`config.mk`:
```
export PLATFORM = sky130hd
export DESIGN_NAME = pid_position_motor_drive
export DESIGN_NICKNAME = d
export VERILOG_FILES = /design/src/rtl/pidm_pkg.sv /design/src/rtl/pidm_muldiv.sv /design/src/rtl/pid_position_motor_drive.sv
export SDC_FILE = /design/constraint.sdc
export NUM_CORES = 2
export LEC_CHECK = 0
export ABC_AREA = 1
export BUFFER_PORTS_ARGS = -buffer_cell sky130_fd_sc_hd__buf_2
export CORE_MARGIN = 2
export CORE_UTILIZATION = 40
export DETAILED_ROUTE_END_ITERATION = 7
export PLACE_DENSITY = 0.6
export RECOVER_POWER = 50
export SYNTH_ARGS = -nofsm -noshare
export SYNTH_HDL_FRONTEND = slang
export SYNTH_SLANG_ARGS = --single-unit
export TNS_END_PERCENT = 20
```
`constraint.sdc`:
```
create_clock -name aclk -period 11.38 [get_ports aclk]
set_clock_uncertainty 0.1 [all_clocks]
set_input_delay 2.276 -clock aclk [delete_from_list [all_inputs] [get_ports aclk]]
set_output_delay 2.276 -clock aclk [all_outputs]
set_load 0.02 [all_outputs]
```
`src/rtl/pidm_pkg.sv`:
```
// ============================================================================
// pidm_pkg
// Shared types and constants for the PID position motor drive.
// ============================================================================
package pidm_pkg;

    // Fixed field widths
    localparam int POS_W   = 32;
    localparam int ERR_W   = POS_W + 1;
    localparam int GAIN_W  = 32;
    localparam int DT_W    = 16;
    localparam int LIMIT_W = 8;
    localparam int DRIVE_W = 9;
    localparam int FRAC_W  = 16;

    // Stream packing
    localparam int S_TDATA_W = 48;
    localparam int M_TDATA_W = 24;

    // Configuration port
    localparam int CFG_ADDR_W = 3;
    localparam int CFG_DATA_W = 32;

    localparam logic [CFG_ADDR_W-1:0] REG_TARGET     = 3'd0;
    localparam logic [CFG_ADDR_W-1:0] REG_GAIN_PROP  = 3'd1;
    localparam logic [CFG_ADDR_W-1:0] REG_GAIN_DERIV = 3'd2;
    localparam int REG_GAIN_INTEG_IDX = 3;
    localparam logic [CFG_ADDR_W-1:0] REG_GAIN_INTEG = 3'(REG_GAIN_INTEG_IDX);
    localparam logic [CFG_ADDR_W-1:0] REG_PWM_LIMIT  = 3'd4;

    localparam logic [LIMIT_W-1:0] PWM_LIMIT_RST = 8'd255;

    // Shared unit step counts
    localparam int MUL_STEPS = GAIN_W;
    localparam int DIV_STEPS = 64;
    localparam int CNT_W     = 7;

    typedef enum logic {
        OP_MUL = 1'b0,
        OP_DIV = 1'b1
    } pidm_op_t;

    typedef struct packed {
        logic     start;
        pidm_op_t op;
    } pidm_req_t;

    typedef struct packed {
        logic busy;
        logic done;
    } pidm_stat_t;

endpackage

```
`src/rtl/pidm_muldiv.sv`:
```
// ============================================================================
// pidm_muldiv
// Shared shift-add multiplier and restoring divider on unsigned magnitudes.
// ============================================================================
module pidm_muldiv
    import pidm_pkg::*;
#(
    parameter int PROD_W = 80
) (
    input  logic              aclk,
    input  logic              aresetn,
    input  pidm_req_t         req,
    input  logic [PROD_W-1:0] opa,     // multiplicand or dividend
    input  logic [GAIN_W-1:0] opb,     // multiplier, or divisor in low bits
    output pidm_stat_t        stat,
    output logic [PROD_W-1:0] result   // product or quotient
);

    logic              busy_reg, busy_next;
    logic              done_reg, done_next;
    logic [CNT_W-1:0]  count_reg, count_next;
    pidm_op_t          op_reg, op_next;
    logic [PROD_W-1:0] acc_reg, acc_next;
    logic [PROD_W-1:0] mcand_reg, mcand_next;
    logic [GAIN_W-1:0] mplier_reg, mplier_next;
    logic [DT_W-1:0]   rem_reg, rem_next;

    logic [DT_W:0]     trial;
    logic [DT_W:0]     diff;
    logic              fits;

    // Restoring division step
    assign trial = {rem_reg, acc_reg[DIV_STEPS-1]};
    assign fits  = trial >= {1'b0, mplier_reg[DT_W-1:0]};
    assign diff  = trial - {1'b0, mplier_reg[DT_W-1:0]};

    // Next state
    always_comb begin
        busy_next   = busy_reg;
        done_next   = 1'b0;
        count_next  = count_reg;
        op_next     = op_reg;
        acc_next    = acc_reg;
        mcand_next  = mcand_reg;
        mplier_next = mplier_reg;
        rem_next    = rem_reg;
        if (req.start) begin
            busy_next   = 1'b1;
            op_next     = req.op;
            mplier_next = opb;
            rem_next    = '0;
            unique case (req.op)
                OP_MUL: begin
                    count_next = CNT_W'(MUL_STEPS);
                    acc_next   = '0;
                    mcand_next = opa;
                end
                OP_DIV: begin
                    count_next = CNT_W'(DIV_STEPS);
                    acc_next   = opa;
                end
                default: begin
                    count_next = CNT_W'(MUL_STEPS);
                end
            endcase
        end else if (busy_reg) begin
            count_next = count_reg - 1'b1;
            if (count_reg == CNT_W'(1)) begin
                busy_next = 1'b0;
                done_next = 1'b1;
            end
            unique case (op_reg)
                OP_MUL: begin
                    if (mplier_reg[0]) begin
                        acc_next = acc_reg + mcand_reg;
                    end
                    mcand_next  = {mcand_reg[PROD_W-2:0], 1'b0};
                    mplier_next = {1'b0, mplier_reg[GAIN_W-1:1]};
                end
                OP_DIV: begin
                    acc_next = '0;
                    acc_next[DIV_STEPS-1:0] = {acc_reg[DIV_STEPS-2:0], fits};
                    rem_next = fits ? diff[DT_W-1:0] : trial[DT_W-1:0];
                end
                default: begin
                    acc_next = acc_reg;
                end
            endcase
        end
    end

    // Control registers
    always_ff @(posedge aclk) begin
        if (!aresetn) begin
            busy_reg  <= 1'b0;
            done_reg  <= 1'b0;
            count_reg <= '0;
            op_reg    <= OP_MUL;
        end else begin
            busy_reg  <= busy_next;
            done_reg  <= done_next;
            count_reg <= count_next;
            op_reg    <= op_next;
        end
    end

    // Datapath registers
    always_ff @(posedge aclk) begin
        acc_reg    <= acc_next;
        mcand_reg  <= mcand_next;
        mplier_reg <= mplier_next;
        rem_reg    <= rem_next;
    end

    assign stat.busy = busy_reg;
    assign stat.done = done_reg;
    assign result    = acc_reg;

endmodule

```
`src/rtl/pid_position_motor_drive.sv`:
```
// ============================================================================
// pid_position_motor_drive
// PID position loop with clamped signed drive and H-bridge outputs.
// ============================================================================
// Each sample passes acceptance, then the proportional product, the derivative
// product, the rate quotient and the integral product on the single shared
// multiply/divide unit (32 shift-add steps per product, 64 restoring-division
// steps for the quotient, each after a start state), then magnitude and the
// output load.
// s_tready is low while a sample is in work. The result sits in an output
// register, so a new sample is taken while the last result waits for
// m_tready; a result stalls the sequencer only when a second one is ready.
// Configuration must be written only while the block is idle; the block does not enforce this.
module pid_position_motor_drive
    import pidm_pkg::*;
#(
    parameter int INTEG_WIDTH = 48
) (
    input  logic                  aclk,
    input  logic                  aresetn,
    // Input samples
    input  logic                  s_tvalid,
    output logic                  s_tready,
    input  logic [S_TDATA_W-1:0]  s_tdata,   // [31:0] position, [47:32] elapsed_us
    // Results
    output logic                  m_tvalid,
    input  logic                  m_tready,
    output logic [M_TDATA_W-1:0]  m_tdata,   // [8:0] drive, [9] dir_a, [10] dir_b,
                                             // [18:11] pwm_duty, [19] clamped, rest 0
    // Configuration writes
    input  logic                  cfg_we,
    input  logic [CFG_ADDR_W-1:0] cfg_addr,
    input  logic [CFG_DATA_W-1:0] cfg_wdata
);

    localparam int PROD_W = INTEG_WIDTH + GAIN_W;
    localparam int ACC_W  = INTEG_WIDTH + GAIN_W + 2;
    localparam int IVAL_W = ACC_W - FRAC_W;

    typedef enum logic [10:0] {
        ST_IDLE  = 11'b00000000001,
        ST_P_GO  = 11'b00000000010,
        ST_P_RUN = 11'b00000000100,
        ST_D_GO  = 11'b00000001000,
        ST_D_RUN = 11'b00000010000,
        ST_V_GO  = 11'b00000100000,
        ST_V_RUN = 11'b00001000000,
        ST_I_GO  = 11'b00010000000,
        ST_I_RUN = 11'b00100000000,
        ST_ABS   = 11'b01000000000,
        ST_OUT   = 11'b10000000000
    } state_t;

    state_t state_reg, state_next;

    // Configuration
    logic [POS_W-1:0]   target_reg;
    logic [GAIN_W-1:0]  kp_reg, kd_reg, ki_reg;
    logic [LIMIT_W-1:0] limit_reg;

    // Loop state
    logic [POS_W-1:0]       last_pos_reg;
    logic [INTEG_WIDTH-1:0] esum_reg, esum_next;
    logic                   have_last_reg;

    // Per-sample working registers
    logic [ERR_W-1:0] err_reg, delta_reg;
    logic [DT_W-1:0]  dt_reg;
    logic [ACC_W-1:0] sum_reg, sum_next;
    logic             neg_reg, neg_next;

    // Output register
    logic                 m_tvalid_reg;
    logic [M_TDATA_W-1:0] m_tdata_reg, m_tdata_next;

    // Shared unit
    pidm_req_t         req;
    pidm_stat_t        stat;
    logic [PROD_W-1:0] opa;
    logic [GAIN_W-1:0] opb;
    logic [PROD_W-1:0] unit_res;

    logic [POS_W-1:0] in_pos;
    logic [DT_W-1:0]  in_dt;
    logic             accept;
    logic             out_free;

    logic [ERR_W-1:0]       err_c, delta_c;
    logic [INTEG_WIDTH:0]   esum_add;
    logic [ERR_W-1:0]       err_mag, delta_mag;
    logic [INTEG_WIDTH-1:0] esum_mag;
    logic [GAIN_W-1:0]      kp_mag, kd_mag, ki_mag;
    logic                   term_neg;
    logic [ACC_W-1:0]       term_mag, term;

    logic [IVAL_W-1:0]  ival;
    logic               clip;
    logic [LIMIT_W-1:0] mag8;
    logic [DRIVE_W-1:0] drive;

    assign in_pos   = s_tdata[POS_W-1:0];
    assign in_dt    = s_tdata[POS_W+DT_W-1:POS_W];
    assign s_tready = (state_reg == ST_IDLE);
    assign accept   = s_tvalid && s_tready;
    assign out_free = !m_tvalid_reg || m_tready;

    // Error, position change and saturating integral on acceptance
    assign err_c   = {target_reg[POS_W-1], target_reg} - {in_pos[POS_W-1], in_pos};
    assign delta_c = have_last_reg ?
                     ({in_pos[POS_W-1], in_pos} - {last_pos_reg[POS_W-1], last_pos_reg}) : '0;
    assign esum_add = {esum_reg[INTEG_WIDTH-1], esum_reg}
                    + {{(INTEG_WIDTH+1-ERR_W){err_c[ERR_W-1]}}, err_c};

    always_comb begin
        esum_next = esum_add[INTEG_WIDTH-1:0];
        if (esum_add[INTEG_WIDTH] != esum_add[INTEG_WIDTH-1]) begin
            esum_next = esum_add[INTEG_WIDTH] ? {1'b1, {(INTEG_WIDTH-1){1'b0}}}
                                              : {1'b0, {(INTEG_WIDTH-1){1'b1}}};
        end
    end

    // Operand magnitudes
    assign err_mag   = err_reg[ERR_W-1] ? (~err_reg + 1'b1) : err_reg;
    assign delta_mag = delta_reg[ERR_W-1] ? (~delta_reg + 1'b1) : delta_reg;
    assign esum_mag  = esum_reg[INTEG_WIDTH-1] ? (~esum_reg + 1'b1) : esum_reg;
    assign kp_mag    = kp_reg[GAIN_W-1] ? (~kp_reg + 1'b1) : kp_reg;
    assign kd_mag    = kd_reg[GAIN_W-1] ? (~kd_reg + 1'b1) : kd_reg;
    assign ki_mag    = ki_reg[GAIN_W-1] ? (~ki_reg + 1'b1) : ki_reg;

    // Unit requests and term sign by step
    always_comb begin
        req.start = 1'b0;
        req.op    = OP_MUL;
        opa       = '0;
        opb       = '0;
        term_neg  = 1'b0;
        unique case (state_reg)
            ST_P_GO: begin
                req.start = 1'b1;
                opa       = PROD_W'(err_mag);
                opb       = kp_mag;
            end
            ST_D_GO: begin
                req.start = 1'b1;
                opa       = PROD_W'(delta_mag);
                opb       = kd_mag;
            end
            ST_V_GO: begin
                req.start = 1'b1;
                req.op    = OP_DIV;
                opa       = unit_res;
                opb       = GAIN_W'(dt_reg);
            end
            ST_I_GO: begin
                req.start = 1'b1;
                opa       = PROD_W'(esum_mag);
                opb       = ki_mag;
            end
            ST_P_RUN: term_neg = err_reg[ERR_W-1] ^ kp_reg[GAIN_W-1];
            ST_V_RUN: term_neg = delta_reg[ERR_W-1] ^ kd_reg[GAIN_W-1];
            ST_I_RUN: term_neg = esum_reg[INTEG_WIDTH-1] ^ ki_reg[GAIN_W-1];
            default: begin
                term_neg = 1'b0;
            end
        endcase
    end

    assign term_mag = ACC_W'(unit_res);
    assign term     = term_neg ? (~term_mag + 1'b1) : term_mag;

    // Truncate, clamp and pack
    assign ival  = sum_reg[ACC_W-1:FRAC_W];
    assign clip  = ival > IVAL_W'(limit_reg);
    assign mag8  = clip ? limit_reg : ival[LIMIT_W-1:0];
    assign drive = neg_reg ? (~{1'b0, mag8} + 1'b1) : {1'b0, mag8};

    always_comb begin
        m_tdata_next = '0;
        m_tdata_next[DRIVE_W-1:0]                 = drive;
        m_tdata_next[DRIVE_W]                     = drive[DRIVE_W-1];
        m_tdata_next[DRIVE_W+1]                   = !drive[DRIVE_W-1];
        m_tdata_next[DRIVE_W+2+LIMIT_W-1:DRIVE_W+2] = mag8;
        m_tdata_next[DRIVE_W+2+LIMIT_W]           = clip;
    end

    // Sequencer
    always_comb begin
        state_next = state_reg;
        sum_next   = sum_reg;
        neg_next   = neg_reg;
        unique case (state_reg)
            ST_IDLE:  if (accept) state_next = ST_P_GO;
            ST_P_GO:  state_next = ST_P_RUN;
            ST_P_RUN: begin
                if (stat.done) begin
                    sum_next   = term;
                    state_next = ST_D_GO;
                end
            end
            ST_D_GO:  state_next = ST_D_RUN;
            ST_D_RUN: if (stat.done) state_next = ST_V_GO;
            ST_V_GO:  state_next = ST_V_RUN;
            ST_V_RUN: begin
                if (stat.done) begin
                    sum_next   = sum_reg + term;
                    state_next = ST_I_GO;
                end
            end
            ST_I_GO:  state_next = ST_I_RUN;
            ST_I_RUN: begin
                if (stat.done) begin
                    sum_next   = sum_reg + term;
                    state_next = ST_ABS;
                end
            end
            ST_ABS: begin
                neg_next   = sum_reg[ACC_W-1];
                sum_next   = sum_reg[ACC_W-1] ? (~sum_reg + 1'b1) : sum_reg;
                state_next = ST_OUT;
            end
            ST_OUT:   if (out_free) state_next = ST_IDLE;
            default:  state_next = ST_IDLE;
        endcase
    end

    pidm_muldiv #(
        .PROD_W (PROD_W)
    ) u_muldiv (
        .aclk    (aclk),
        .aresetn (aresetn),
        .req     (req),
        .opa     (opa),
        .opb     (opb),
        .stat    (stat),
        .result  (unit_res)
    );

    // Configuration and loop state
    always_ff @(posedge aclk) begin
        if (!aresetn) begin
            target_reg    <= '0;
            kp_reg        <= '0;
            kd_reg        <= '0;
            ki_reg        <= '0;
            limit_reg     <= PWM_LIMIT_RST;
            last_pos_reg  <= '0;
            esum_reg      <= '0;
            have_last_reg <= 1'b0;
        end else begin
            if (cfg_we) begin
                unique case (cfg_addr)
                    REG_TARGET:     target_reg <= cfg_wdata[POS_W-1:0];
                    REG_GAIN_PROP:  kp_reg     <= cfg_wdata[GAIN_W-1:0];
                    REG_GAIN_DERIV: kd_reg     <= cfg_wdata[GAIN_W-1:0];
                    REG_GAIN_INTEG: ki_reg     <= cfg_wdata[GAIN_W-1:0];
                    REG_PWM_LIMIT:  limit_reg  <= cfg_wdata[LIMIT_W-1:0];
                    default: ;
                endcase
            end
            if (accept) begin
                last_pos_reg  <= in_pos;
                esum_reg      <= esum_next;
                have_last_reg <= 1'b1;
            end
        end
    end

    // Control registers
    always_ff @(posedge aclk) begin
        if (!aresetn) begin
            state_reg    <= ST_IDLE;
            m_tvalid_reg <= 1'b0;
        end else begin
            state_reg <= state_next;
            if (state_reg == ST_OUT && out_free) begin
                m_tvalid_reg <= 1'b1;
            end else if (m_tready) begin
                m_tvalid_reg <= 1'b0;
            end
        end
    end

    // Working and output payload
    always_ff @(posedge aclk) begin
        sum_reg <= sum_next;
        neg_reg <= neg_next;
        if (accept) begin
            err_reg   <= err_c;
            delta_reg <= delta_c;
            dt_reg    <= (in_dt == '0) ? DT_W'(1) : in_dt;
        end
        if (state_reg == ST_OUT && out_free) begin
            m_tdata_reg <= m_tdata_next;
        end
    end

    assign m_tvalid = m_tvalid_reg;
    assign m_tdata  = m_tdata_reg;

`ifndef SYNTHESIS
    // Unit never restarted mid-operation
    assert property (@(posedge aclk) disable iff (!aresetn)
        req.start |-> !stat.busy)
        else $error("shared unit started while busy");

    // Accepted sample is remembered for the next derivative
    assert property (@(posedge aclk) disable iff (!aresetn)
        accept |=> have_last_reg)
        else $error("previous sample flag not set after transfer");

    // Integral moves only on an input transfer
    assert property (@(posedge aclk) disable iff (!aresetn)
        !accept |=> $stable(esum_reg))
        else $error("integral changed without an input transfer");

    // Result shows up only from the output step
    assert property (@(posedge aclk) disable iff (!aresetn)
        $rose(m_tvalid) |-> $past(state_reg == ST_OUT))
        else $error("result valid raised outside output step");

    // Direction lines are complementary on every result
    assert property (@(posedge aclk) disable iff (!aresetn)
        m_tvalid |-> (m_tdata[DRIVE_W] != m_tdata[DRIVE_W+1]))
        else $error("bridge direction lines not complementary");
`endif

endmodule

```
Word-level counts from Yosys, hierarchy flattened
Cells that the tools add are included.
{"block": "op_classes", "n_addsub": 16, "order_cmp": 2, "eq_ne": 28, "mux": 49, "bitwise": 16, "reduce_logical": 25}
{"operator": "80-bit two-way mux", "n": 7}
{"operator": "82-bit two-way mux", "n": 4}
{"operator": "80-bit case mux with 2 select lines", "n": 2}
{"operator": "80-bit case mux with 4 select lines", "n": 1}
{"operator": "82-bit case mux with 3 select lines", "n": 1}
{"operator": "32-bit two-way mux", "n": 6}
{"operator": "82-bit by 1-bit adder with 82-bit output (second input constant)", "n": 2}
{"operator": "48-bit two-way mux", "n": 3}
{"operator": "32-bit case mux with 4 select lines", "n": 1}
{"operator": "11-bit case mux with 11 select lines", "n": 1}
{"operator": "32-bit by 1-bit adder with 32-bit output (second input constant)", "n": 3}
{"operator": "32-bit NOT", "n": 3}
{"operator": "82-bit adder", "n": 1}
{"operator": "80-bit NOT with 82-bit output", "n": 1}
{"operator": "82-bit NOT", "n": 1}
{"operator": "80-bit adder", "n": 1}
{"operator": "33-bit by 1-bit adder with 33-bit output (second input constant)", "n": 2}
{"operator": "66-bit by 8-bit greater-than comparator with 1-bit output", "n": 1}
{"operator": "11-bit two-way mux", "n": 6}
{"operator": "33-bit two-way mux", "n": 2}
{"operator": "33-bit NOT", "n": 2}
{"operator": "32-bit by 32-bit subtractor with 33-bit output", "n": 2}
{"operator": "48-bit by 33-bit adder with 49-bit output", "n": 1}
{"operator": "48-bit by 1-bit adder with 48-bit output (second input constant)", "n": 1}
{"operator": "other kinds (48)", "n": 81}
{"block": "totals", "register_bits": 632, "in_bits": 88, "output_inout_bits": 26, "word_cells": 161}

Depth between registers and ports, before layout
{"block": "logic_depth", "depth_word": 6, "ltp_mapped": 30}

Modules after synthesis
A second synthesis with hierarchy kept.
{"block": "hier_totals", "hier_cells": 9899, "hier_area_um2": 60753.3}
{"module": "pid_position_motor_drive", "n_inst": 1, "cells_per_inst": 7259, "area_each_um2": 43068.8, "seq_area_each_um2": 10079.7}
{"module": "pidm_muldiv", "n_inst": 1, "cells_per_inst": 2640, "area_each_um2": 17684.5, "seq_area_each_um2": 6286.0}

Worst setup path after synthesis
Ideal clock, no wire load.
{"block": "synth_timing", "kind": "in2reg", "from": "in s_tdata[0]", "to": "reg esum_reg[21]", "setup_time_ps": 122, "arrival_time_ps": 6248, "required_ps": 11158, "path_slack_ps": 4910, "cell_stages": 24, "path_buffers": 2, "path_cell_list": "ha_1 fa_1 nand3b_1 nand2_1 a21oi_1 o21ai_0 nand3_1 nand2_1 nand4_1 nand2_1 xor2_1 ha_1 nand2_1 inv_1 a21oi_1 nand2_1 a21oi_1 nand4_1 nand2_1 nor2_1 nor2_2 buf_6 buf_6 a21oi_2"}
{"block": "synth_between", "elab_chain_cells": 4, "word_cells_on_any_way": 5, "classes_between": "2 x add/sub; 1 x eq/ne; 2 x mux"}
{"item": "start: declaration", "line": "pid_position_motor_drive.sv:24", "source": "input logic [S_TDATA_W-1:0] s_tdata,"}
{"item": "32-bit by 32-bit subtractor with 33-bit output (*)", "line": "pid_position_motor_drive.sv:108", "source": "assign err_c = {target_reg[POS_W-1], target_reg} - {in_pos[POS_W-1], in_pos};"}
{"item": "via err_c[32]", "line": "pid_position_motor_drive.sv:88", "source": "logic [ERR_W-1:0] err_c, delta_c;"}
{"item": "48-bit by 33-bit adder with 49-bit output (*)", "line": "pid_position_motor_drive.sv:112", "source": "+ {{(INTEG_WIDTH+1-ERR_W){err_c[ERR_W-1]}}, err_c};"}
{"item": "48-bit two-way mux / 1-bit != test (equally long branches)", "line": "pid_position_motor_drive.sv:117, pid_position_motor_drive.sv:116"}
{"item": "48-bit two-way mux (*)", "line": "pid_position_motor_drive.sv:116", "source": "if (esum_add[INTEG_WIDTH] != esum_add[INTEG_WIDTH-1]) begin"}
{"item": "end signal: assignment", "line": "pid_position_motor_drive.sv:262", "source": "esum_reg <= esum_next;"}
{"item": "end: declaration", "line": "pid_position_motor_drive.sv:63", "source": "logic [INTEG_WIDTH-1:0] esum_reg, esum_next;"}
The timed path passes the listed nets; every way through them passes the cells marked *.
A chain may end at the register's enable or synchronous reset.

Final worst setup path
{"block": "layout_timing", "from": "reg state_reg[6]", "to": "reg u_muldiv.acc_reg[71], in the netlist u_muldiv.result[71] (enable)"}
{"block": "layout_between", "elab_chain_cells": 5, "word_cells_on_any_way": 9, "classes_between": "5 x eq/ne; 1 x mux; 3 x reduce/logical"}
{"item": "start: declaration", "line": "pid_position_motor_drive.sv:54", "source": "state_t state_reg, state_next;"}
{"item": "start signal: assignment", "line": "pid_position_motor_drive.sv:274", "source": "state_reg <= state_next;"}
{"item": "11-bit by 8-bit == test with 1-bit output (tied with other cells)", "line": "pid_position_motor_drive.sv:137", "source": "unique case (state_reg)"}
{"item": "4-bit OR reduction (no line) (*)"}
{"item": "1-bit two-way mux (*)", "line": "pid_position_motor_drive.sv:137"}
{"item": "3-bit by 2-bit != test with 1-bit output (no line) / 2-bit nonzero test (equally long branches)"}
{"item": "2-bit AND reduction (no line) (*)"}
{"item": "end signal: assignment", "line": "pidm_muldiv.sv:109", "source": "acc_reg <= acc_next;"}
{"item": "end: declaration", "line": "pidm_muldiv.sv:23", "source": "logic [PROD_W-1:0] acc_reg, acc_next;"}
Every way passes the cells marked *; elsewhere a longest branch is shown, timed or not.

==> results.yml <==
setup_path:
  crit_family: "buffers and inverters"
  cp-end-kind: "register"
  start_kind: "register"
  slowest_delay_ns: 2.67
  timing.critical_path.buf_inv: 6
  cp_max_fo: 62
  critPathKind: "reg2reg"
  critPathArrivalTime_ns: 9.28
  path_cells: "nor2_1 > nand2_1 > inv_1 > nand2_1 > nor2_2 > clkbuf_1 > inv_1 > nand4_1 > nor2_4 > clkbuf_1 > inv_2 > nor2_1 > nor2_4 > buf_4"
  cp_slowest_cell: "clkbuf_1"
  crit_required_ns: 11.62
global_route:
  grt_overflow_total: 0
  grt_max_degree: 176
  antenna_found_initial: 9
  grt_pass1_vias: 62800
  grt_usage_pct: 36.6
  grt_pass1_wl_um: 417000
die:
  dieHeight_um: 392
  die_w_um: 392
  io_pins: 114
  dieArea_mm2: 0.154
  rows: 142
  initial_core_util_pct: 40.2
  coreArea_mm2: 0.150
clocking:
  cts-buffers-inserted: 85
  clk_latency_ns: 0.75
  cts_num_sinks: 630
  cts_resized: 0
  clk_pin_slew_ns: 0.06
  cts_tree: "yes"
  cts-root-buf: "clkbuf_16"
  cts_setup_buffers: 0
  cts_buffer_depth: 3
  hold_buffers: 0
  htree_levels: 3
logic_synthesis:
  avgSynthCellArea_um2: 6.28
  yosys_warnings: 0
  synthTopCellsByArea: "edfxtp_1, nand2_1, nor2_1, dfxtp_1, inv_1"
  synth_edf_count: 375
  synthFlopType: "edfxtp_1"
  yosysTopAreaCell: "edfxtp_1"
  yosysSeqAreaShare_pct: 27.2
  syn_area_mm2: 0.0602
  synth.distinct_cells: 70
  synth_top_area_share_pct: 18.7
  synth-async-reset-ratio_pct: 0
  syn_inst: 9579
  ys_ff_latch: 630
routing:
  drt-pass1-iter-count: 8
  drc_errors: 0
  wire_per_inst_um: 24.7
  avgViaCountPerCell: 5.75
  num_vias: 67200
  drt-total-wl_um: 288000
  drtAntennaViolNets: 0
  drt_iter0_markers: 7658
placed_design:
  dpl.cell_count: 11500
  gp_congestion: 1.09
  dp_hpwl_um: 237000
  port_buffers: 109
run_status:
  violations: "max-capacitance violations, max-slew violations"
  status: "finished with violations"
final_layout:
  num-fill-cells: 16400
  drive_gt1_share_pct: 3.92
  seqCellArea_mm2: 0.0164
  area_growth_syn_to_layout_pct: 8.69
  multiInputGateArea_mm2: 0.0380
  final_nets: 10000
  final_cell_mix: "nand2_1, nor2_1, inv_1"
  final_common_cell: "nand2_1"
  largest_reg_flops: 82
  fin_util_pct: 43.7
  instances_no_fill: 11700
sta:
  period_needed_ns: 9.04
  rsz0062_at_grt: "no"
  finalSetupViolations: 0
  setup_tns_ns: 0
  timing.final.crit_share_pct: 79.4
  slew_headroom_pct: -156
  worstMarginPinSlew_ns: 3.84
  maxSlewViolCount: 517
  hold_viol_final: 0
  max_freq_ghz: 0.111
power:
  p_per_area_mw_per_mm2: 201
  max-vdd-ir-drop_mv: 0.170
  leakage_nw: 28.0
run:
  drv_cap: 12
hold_path:
  hold_class: "reg2reg"
==> cell families (layout without fill, tap and decap cells) <==
group                      count (synthesis)  after routing  synth area share (%)
other                                      1              9               0.00623
and+or+nand+nor                         5009           5009                  35.0
DFF                                      630            630                  27.2
buffers and inverters                   1495           1588                  9.69
AOI/OAI and AO/OA                       1843           1843                  17.3
xor gates and xnor gates                 283            283                  4.13
adders and majority gates                318            318                  6.69
==> per-layer routing <==
| layer | GRT usage (%) | part of all wire, % | vias up |
|---|---|---|---|
| met3 | 6.93 | 9.1 | 616 |
| li1 | - | - | 31900 |
| met5 | 0 | 0.0080 | - |
| met2 | 56.1 | 43 | 3189 |
| met1 | 48.7 | 42 | 31600 |
| met4 | 19.0 | 6.0 | 4 |
==> Yosys cell counts (19+ instances only) <==
cell type and count:
nand2_1 2390, nor2_1 1400, inv_1 1239, a21oi_1 723, nand3_1 691, o21ai_0 677
edfxtp_1 375, ha_1 312, dfxtp_1 255, xor2_1 225, nand4_1 185, clkbuf_1 135
nor3_1 117, o211ai_1 100, nand3b_1 71, o21bai_1 58, xnor2_1 57, buf_2 54
nor4_1 38, o21a_1 35, or2_2 34, o221ai_1 33, a21oi_2 31, a22oi_1 31
a31oi_1 29, nor2_2 28, a21o_1 22, inv_2 20, a21boi_0 19
==> worst min-delay path, delay by kind of cell, from the launching register on <==
| kind | cells | cell delay, ns |
|---|---|---|
| buf+inv | 1 | 0.06 |
| flops | 1 | 0.34 |
| compound gates | 1 | 0.05 |
==> worst paths after layout <==
check,startpoint,end,slack (ns),depth (start not counted)
max,state_reg[6],u_muldiv.result[71],2.34,14
min,ki_reg[11],ki_reg[11],0.38,2
max reg2reg,state_reg[6],u_muldiv.result[71],2.34,14
min reg2reg,ki_reg[11],ki_reg[11],0.38,2
==> cell type report <==
class	instances	area share, %
Clock buffer	108	3.62
Antenna cell	5	0.0191
Sequential cell	630	25.0
Multi-Input combinational cell	7457	58.1
Inverter	1266	7.27
Timing Repair Buffer	166	1.35
Clock inverter	48	0.788
Tap cell	2016	3.86
==> metrics by stage <==
| stage | setup slack (ns) | hold slack, ns | total power, mW | area (um2) |
|---|---|---|---|---|
| floorplan | 4.91 | 0.333 | 7.89 | 60200 |
| global placement | 3.70 | 0.374 | 10.1 | 62700 |
| finish | 2.34 | 0.384 | 13.1 | 65400 |
| detailed placement | 3.70 | 0.382 | 10.1 | 62700 |
| CTS | 4.48 | 0.389 | 13.0 | 65600 |
| global route | 2.11 | 0.418 | 13.9 | 65400 |
==> power by group <==
| group | total [mW] | internal (mW) | leakage, nW | switching (mW) |
|---|---|---|---|---|
| sequential | 3.64 | 3.03 | 5.51 | 0.609 |
| clock | 2.81 | 1.60 | 1.40 | 1.21 |
| combinational | 6.68 | 1.94 | 21.1 | 4.74 |
Power figures use the tool's default switching activity.
